--- src/sv/utf8_to_codepoint_decoder_macros.svh ---
// Assertion helpers for the UTF-8 decoder.
`ifndef UTF8_TO_CODEPOINT_DECODER_MACROS_SVH
`define UTF8_TO_CODEPOINT_DECODER_MACROS_SVH

// Check prop at every rising edge outside reset.
`define U8CP_ASSERT(label, clk, rst_n, prop) \
    label: assert property (@(posedge clk) disable iff (!(rst_n)) (prop)) \
        else $error("u8cp assertion failed");

// Check that cond never holds outside reset.
`define U8CP_NEVER(label, clk, rst_n, cond) \
    `U8CP_ASSERT(label, clk, rst_n, !(cond))

`endif

--- src/sv/u8cp_pkg.sv ---
`timescale 1ns / 1ps

package u8cp_pkg;

    localparam int unsigned CpWidth   = 31;
    localparam int unsigned ByteWidth = 8;

    typedef logic [2:0]           t_count;
    typedef logic [CpWidth-1:0]   t_code_point;
    typedef logic [ByteWidth-1:0] t_byte;

    localparam t_count LenSix   = 3'd5;
    localparam t_count LenFive  = 3'd4;
    localparam t_count LenFour  = 3'd3;
    localparam t_count LenThree = 3'd2;
    localparam t_count LenTwo   = 3'd1;
    localparam t_count LenOne   = 3'd0;

    localparam t_byte ContMask = 8'h3F;

endpackage

--- src/sv/utf8_to_codepoint_decoder.sv ---
`timescale 1ns / 1ps
// Data path: an input beat passes through the input register, then the result register, on its way to a result beat.
// Throughput: one byte per cycle; a result beat follows the last byte of each sequence.
// Stalls only when the result register is full and not taken.
// Reset (synchronous, active low) clears both registers' valid flags and the decode state.

`include "utf8_to_codepoint_decoder_macros.svh"

module utf8_to_codepoint_decoder (
    input  logic        i_clk,
    input  logic        i_rst_n,
    input  logic        i_in_valid,
    output logic        o_in_ready,
    input  logic [7:0]  i_in_byte,
    output logic        o_out_valid,
    input  logic        i_out_ready,
    output logic [30:0] o_code_point
);

    logic                     r_in_valid;
    u8cp_pkg::t_byte          r_in_byte;
    u8cp_pkg::t_count         r_bytes_left;
    u8cp_pkg::t_count         n_bytes_left;
    u8cp_pkg::t_code_point    r_partial;
    u8cp_pkg::t_code_point    n_partial;
    logic                     r_out_valid;
    u8cp_pkg::t_code_point    r_code_point;
    logic                     n_emit;
    u8cp_pkg::t_code_point    n_code_point;
    logic                     adv;
    logic                     fire;
    logic                     lead_take;
    logic                     last_take;

    assign adv        = !r_out_valid || i_out_ready;
    assign fire       = r_in_valid && adv;
    assign o_in_ready = !r_in_valid || adv;

    always_comb begin
        n_bytes_left = r_bytes_left;
        n_partial    = r_partial;
        n_emit       = 1'b0;
        n_code_point = r_partial;
        if (r_bytes_left != u8cp_pkg::LenOne) begin
            n_partial    = {r_partial[u8cp_pkg::CpWidth-7:0],
                            r_in_byte[5:0] & u8cp_pkg::ContMask[5:0]};
            n_bytes_left = r_bytes_left - 3'd1;
            n_emit       = (r_bytes_left == u8cp_pkg::LenTwo);
            n_code_point = n_partial;
        end else begin
            unique case (r_in_byte) inside
                [8'hFC:8'hFF]: begin
                    n_partial    = u8cp_pkg::t_code_point'(r_in_byte[0]);
                    n_bytes_left = u8cp_pkg::LenSix;
                end
                [8'hF8:8'hFB]: begin
                    n_partial    = u8cp_pkg::t_code_point'(r_in_byte[1:0]);
                    n_bytes_left = u8cp_pkg::LenFive;
                end
                [8'hF0:8'hF7]: begin
                    n_partial    = u8cp_pkg::t_code_point'(r_in_byte[2:0]);
                    n_bytes_left = u8cp_pkg::LenFour;
                end
                [8'hE0:8'hEF]: begin
                    n_partial    = u8cp_pkg::t_code_point'(r_in_byte[3:0]);
                    n_bytes_left = u8cp_pkg::LenThree;
                end
                [8'hC0:8'hDF]: begin
                    n_partial    = u8cp_pkg::t_code_point'(r_in_byte[4:0]);
                    n_bytes_left = u8cp_pkg::LenTwo;
                end
                default: begin
                    n_partial    = '0;
                    n_bytes_left = u8cp_pkg::LenOne;
                    n_emit       = 1'b1;
                    n_code_point = u8cp_pkg::t_code_point'(r_in_byte);
                end
            endcase
        end
    end

    always_ff @(posedge i_clk) begin
        if (!i_rst_n) begin
            r_in_valid   <= 1'b0;
            r_out_valid  <= 1'b0;
            r_bytes_left <= u8cp_pkg::LenOne;
            r_partial    <= '0;
        end else begin
            if (o_in_ready) begin
                r_in_valid <= i_in_valid;
            end
            if (adv) begin
                r_out_valid <= fire && n_emit;
            end
            if (fire) begin
                r_bytes_left <= n_bytes_left;
                r_partial    <= n_partial;
            end
        end
    end

    always_ff @(posedge i_clk) begin
        if (o_in_ready && i_in_valid) begin
            r_in_byte <= i_in_byte;
        end
        if (fire && n_emit) begin
            r_code_point <= n_code_point;
        end
    end

    assign o_out_valid  = r_out_valid;
    assign o_code_point = r_code_point;

    assign lead_take = fire && r_bytes_left == u8cp_pkg::LenOne && r_in_byte >= 8'hC0;
    assign last_take = fire && r_bytes_left == u8cp_pkg::LenTwo;

    `U8CP_NEVER(a_left_range, i_clk, i_rst_n, r_bytes_left > u8cp_pkg::LenSix)
    `U8CP_ASSERT(a_lead_silent, i_clk, i_rst_n, lead_take |=> !o_out_valid)
    `U8CP_ASSERT(a_last_emits, i_clk, i_rst_n, last_take |=> o_out_valid)

endmodule
--- config.mk ---
export PLATFORM = sky130hd
export DESIGN_NAME = utf8_to_codepoint_decoder
export DESIGN_NICKNAME = d
export VERILOG_FILES = /design/src/sv/u8cp_pkg.sv /design/src/sv/utf8_to_codepoint_decoder.sv
export VERILOG_INCLUDE_DIRS = /design/src /design/src/sv
export SDC_FILE = /design/constraint.sdc
export NUM_CORES = 1
export LEC_CHECK = 0
export BUFFER_PORTS_ARGS = -buffer_cell sky130_fd_sc_hd__buf_4
export CAP_MARGIN = 20
export CELL_PAD_IN_SITES_DETAIL_PLACEMENT = 0
export CELL_PAD_IN_SITES_GLOBAL_PLACEMENT = 1
export CORE_MARGIN = 3
export CORE_UTILIZATION = 48
export DETAILED_ROUTE_END_ITERATION = 12
export GPL_TIMING_DRIVEN = 0
export HOLD_SLACK_MARGIN = 0.06
export PLACE_DENSITY_LB_ADDON = 0.1
export SLEW_MARGIN = 20
export SYNTH_ARGS = -nofsm -noshare
export SYNTH_HDL_FRONTEND = slang
export SYNTH_SLANG_ARGS = --single-unit
--- constraint.sdc ---
create_clock -name i_clk -period 12.3 [get_ports i_clk]
set_input_delay 3.69 -clock i_clk [delete_from_list [all_inputs] [get_ports i_clk]]
set_output_delay 3.69 -clock i_clk [all_outputs]
set_load 0.02 [all_outputs]
==> impl_summary.log <==
[metrics] latest clock arrival within the worst-skew pair: 0.35 ns
[metrics] die area: 7599 µm²
[metrics] synthesized net count: 284
[metrics] setup repair after global routing missed its margin: false
[metrics] FF-to-FF setup slack: 10.20 ns
[metrics] instance count along the most critical hold path: 2
[metrics] proportion of netlist area held by the largest area contributor: 37.03%
[metrics] total clock buffers created by CTS: 9
[metrics] CTS clk-pin slew, worst paths: 0.07 ns
[metrics] TritonCTS clock tree: built
[metrics] ratio of cells with drive above 1 in the final layout: 27.49%
[metrics] worst-margin pin slew: 0.4410 ns
[metrics] worst flop-to-flop path endpoint: o_code_point[9]
[metrics] kind of end point of the critical path: primary output
[metrics] class of the tightest hold or removal check: flip-flop to flip-flop
[metrics] Critical Setup Path Class: input pin to primary output
[metrics] minimum setup slack after placement: 4.463 ns
[metrics] most repeated library cell on the critical path: buf_4
[metrics] sort of element at the start of the critical path: input pin
[metrics] crit share post-route: 63.75%
[metrics] Post-synth EDFFs: 39
[metrics] dominant register cell in the synthesized netlist: edfxtp_1
[metrics] vias: 2231
[metrics] launch point of the worst hold path: r_partial[28]
[metrics] Cell Rows: 28
[metrics] number of vias per cell: 5.495
[metrics] Critical Path AT: 4.15 ns
[metrics] Fin. Hold Viols: 0
[metrics] worst r2r path cells: 7
[metrics] mean post-synth cell area: 11.76 µm²
[metrics] gate count after technology mapping: 269
[metrics] maximum number of pins on one net before global-route repair: 13
[metrics] number of port buffers: 43
[metrics] Setup Buffers After CTS: 0
[metrics] H-Tree Level Count: 3
[metrics] wire length reported by the detailed router: 7.006 mm
[metrics] Slew Limit Fails: 0
[metrics] first-iteration detailed-routing DRC count: 142
[metrics] sequential element share of the synthesized area: 59.81%
[metrics] RR Startpoint: r_bytes_left[0]
[metrics] # IOs: 45
[metrics] count of cells resized by post-cts repair: 0
[metrics] relative slew slack: 70.44%
[metrics] wire length of the first global-routing pass: 11.31 mm
[metrics] number of global-route vias before repair: 2163
[metrics] Yosys reg bits: 75
[metrics] post-route antenna net violation count: 0
[metrics] total leakage power: 1.405 nW
[metrics] placed wire-length estimate: 4.849 mm
[metrics] Final setup viols: 0
[metrics] CTS root buffer: clkbuf_8
[metrics] library cells used by synthesis: 37
[metrics] critical-path maximum fanout: 3
[metrics] horizontal extent of the die: 87.18 µm
[metrics] iteration count of the initial detailed-routing pass: 6
[metrics] # clock sinks: 75
[metrics] max incr delay on CP: 0.18 ns
[metrics] antenna violations before repair: 0
[metrics] cell taking the most area after synthesis: edfxtp_1
[metrics] total of max-cap violations: 0
[metrics] total of hold buffers inserted after clock tree synthesis: 0
[metrics] total negative slack: 0 ns
[metrics] Final Skew: 0.01248 ns
[metrics] wire per inst: 17.26 µm
[metrics] final-layout fill cell count: 503
[metrics] warnings from Yosys: 0
[metrics] Async S/R FF share, synth: 0%
[metrics] worst setup margin: 4.459 ns
[metrics] upper clock frequency limit: 127.5 MHz
[metrics] remaining global-route overflow: 0
[metrics] overall routing resource usage: 20.08%
[metrics] worst hold slack: 0.4683 ns
[metrics] Pwr per Cell Area: 146.0 nW/µm²
[metrics] height of the chip: 87.18 µm
[metrics] combined area of all synthesized cells: 3163 µm²
[metrics] routability congestion estimate: 0.7676
[metrics] result of the run: completed
[metrics] endpoint of the worst hold-timing path: r_partial[28]
[metrics] CP max stage cell: nand3b_1
[metrics] post-layout minimum cycle time: 7.841 ns
[metrics] CP Cell Sequence: buf_4, nand3b_1, buf_4
[metrics] Final Net Count: 341
[metrics] Critical Path RT: 8.61 ns
[metrics] maximum buffer depth of the clock tree: 2
[metrics] number of diodes: 0
[metrics] top cells by area in the synthesized netlist: edfxtp_1 37%, dfxtp_1 23%, a21boi_0 6.9%
[metrics] worst-case vdd ir drop: 0.0001072 V
[metrics] drc violations: 0
[metrics] starting utilization of the core area: 51.59%
[metrics] Synth-to-Final Area Change: 21.24%
[metrics] Core Footprint: 6131 µm²
==> registers in the layout (all words and copies together) (netlist names) <==
register and count:
o_code_point 31, o_out_valid 1, r_bytes_left 3, r_in_byte 8, r_in_valid 1, r_partial 31
==> worst max-delay path by stage <==
| stage | start | end | slack [ns] | depth (start not counted) |
|---|---|---|---|---|
| floorplan | i_out_ready | o_in_ready | 4.65 | 1 |
| global placement | i_out_ready | o_code_point[19] | 4.35 | 5 |
| detailed placement | i_out_ready | o_in_ready | 4.46 | 3 |
| CTS | i_out_ready | o_in_ready | 4.46 | 3 |
| global route | i_out_ready | o_in_ready | 4.44 | 3 |
| finish | i_out_ready | o_in_ready | 4.46 | 3 |
==> where the power goes <==
part	total, mW	switching [mW]	internal [mW]
logic	0.0685	0.0416	0.0269
registers	0.278	0.00528	0.273
clock network	0.214	0.0886	0.125
total	0.560	0.136	0.425
==> synthesized netlist by cell type, types with 3 or more instances <==
cell and n:
clkbuf_1 4, buf_6 6, inv_1 7, buf_4 6, a21boi_0 29, buf_2 5
o21ai_0 10, edfxtp_1 39, mux2_4 3, nand3_1 31, nand2_1 35, a22o_1 23
dfxtp_1 36, ha_1 3, and2_1 3
==> logic make-up after synthesis <==
logic type | count (synthesis) | synth area share, %
adders and majority gates | 3 | 1.187
AOI/OAI and AO/OA | 74 | 17.84
muxes | 5 | 2.136
DFF | 75 | 59.81
and+or+nand+nor | 84 | 13.37
buffers and inverters | 28 | 5.656
==> worst max-delay path, delay by kind of cell <==
| family | cells | cell delay (ns) |
|---|---|---|
| buffers and inverters | 2 | 0.29 |
| AND/OR/NAND/NOR | 1 | 0.18 |
==> per-layer routing <==
| metal | vias up | part of all wire [%] | wire (µm) | GRT usage (%) |
|---|---|---|---|---|
| met5 | - | 0 | 0 | 0 |
| met4 | 0 | 2.3 | 160 | 7.950 |
| met3 | 14 | 5.8 | 408 | 5.203 |
| met2 | 64 | 46 | 3210 | 30.30 |
| met1 | 1053 | 46 | 3226 | 27.68 |
| li1 | 1100 | - | - | - |
==> layout by cell type (no fill, tap or decap), drive strengths merged, types with 2 or more instances in the layout <==
master  Yosys  final
nand3      32     32
o211ai      2      2
a22o       23     23
edfxtp     39     39
nor2        3      3
clkbuf      4     16
buf        17     63
nand2      37     37
nand2b      4      4
a31oi       2      2
bufinv      0      2
mux2        5      5
o21ai      10     10
a21boi     31     31
dfxtp      36     36
inv         7      7
and2        3      3
ha          3      3
==> per-stage QoR <==
step	area [µm²]	util [%]	power, mW	std cells
3_5_place_dp	3607	58.84	0.3523	390
3_3_place_gp	3580	58.39	0.3510	387
4_1_cts	3835	62.55	0.5645	406
5_1_grt	3835	62.55	0.5826	406
2_1_floorplan	3163	-	0.3272	269
6_report	3835	62.55	0.5600	406
==> area by class of cell <==
cell class / count / area, µm² / area share [%]
Multi-Input combinational cell: 166 / 1097 / 28.61
Tap cell: 75 / 93.84 / 2.447
Timing Repair Buffer: 46 / 345.3 / 9.005
Clock inverter: 4 / 72.57 / 1.892
Clock buffer: 12 / 155.1 / 4.046
Inverter: 7 / 26.28 / 0.6852
Buffer: 21 / 152.6 / 3.980
Sequential cell: 75 / 1892 / 49.33
Note: power is estimated with default switching activity, not from simulation.
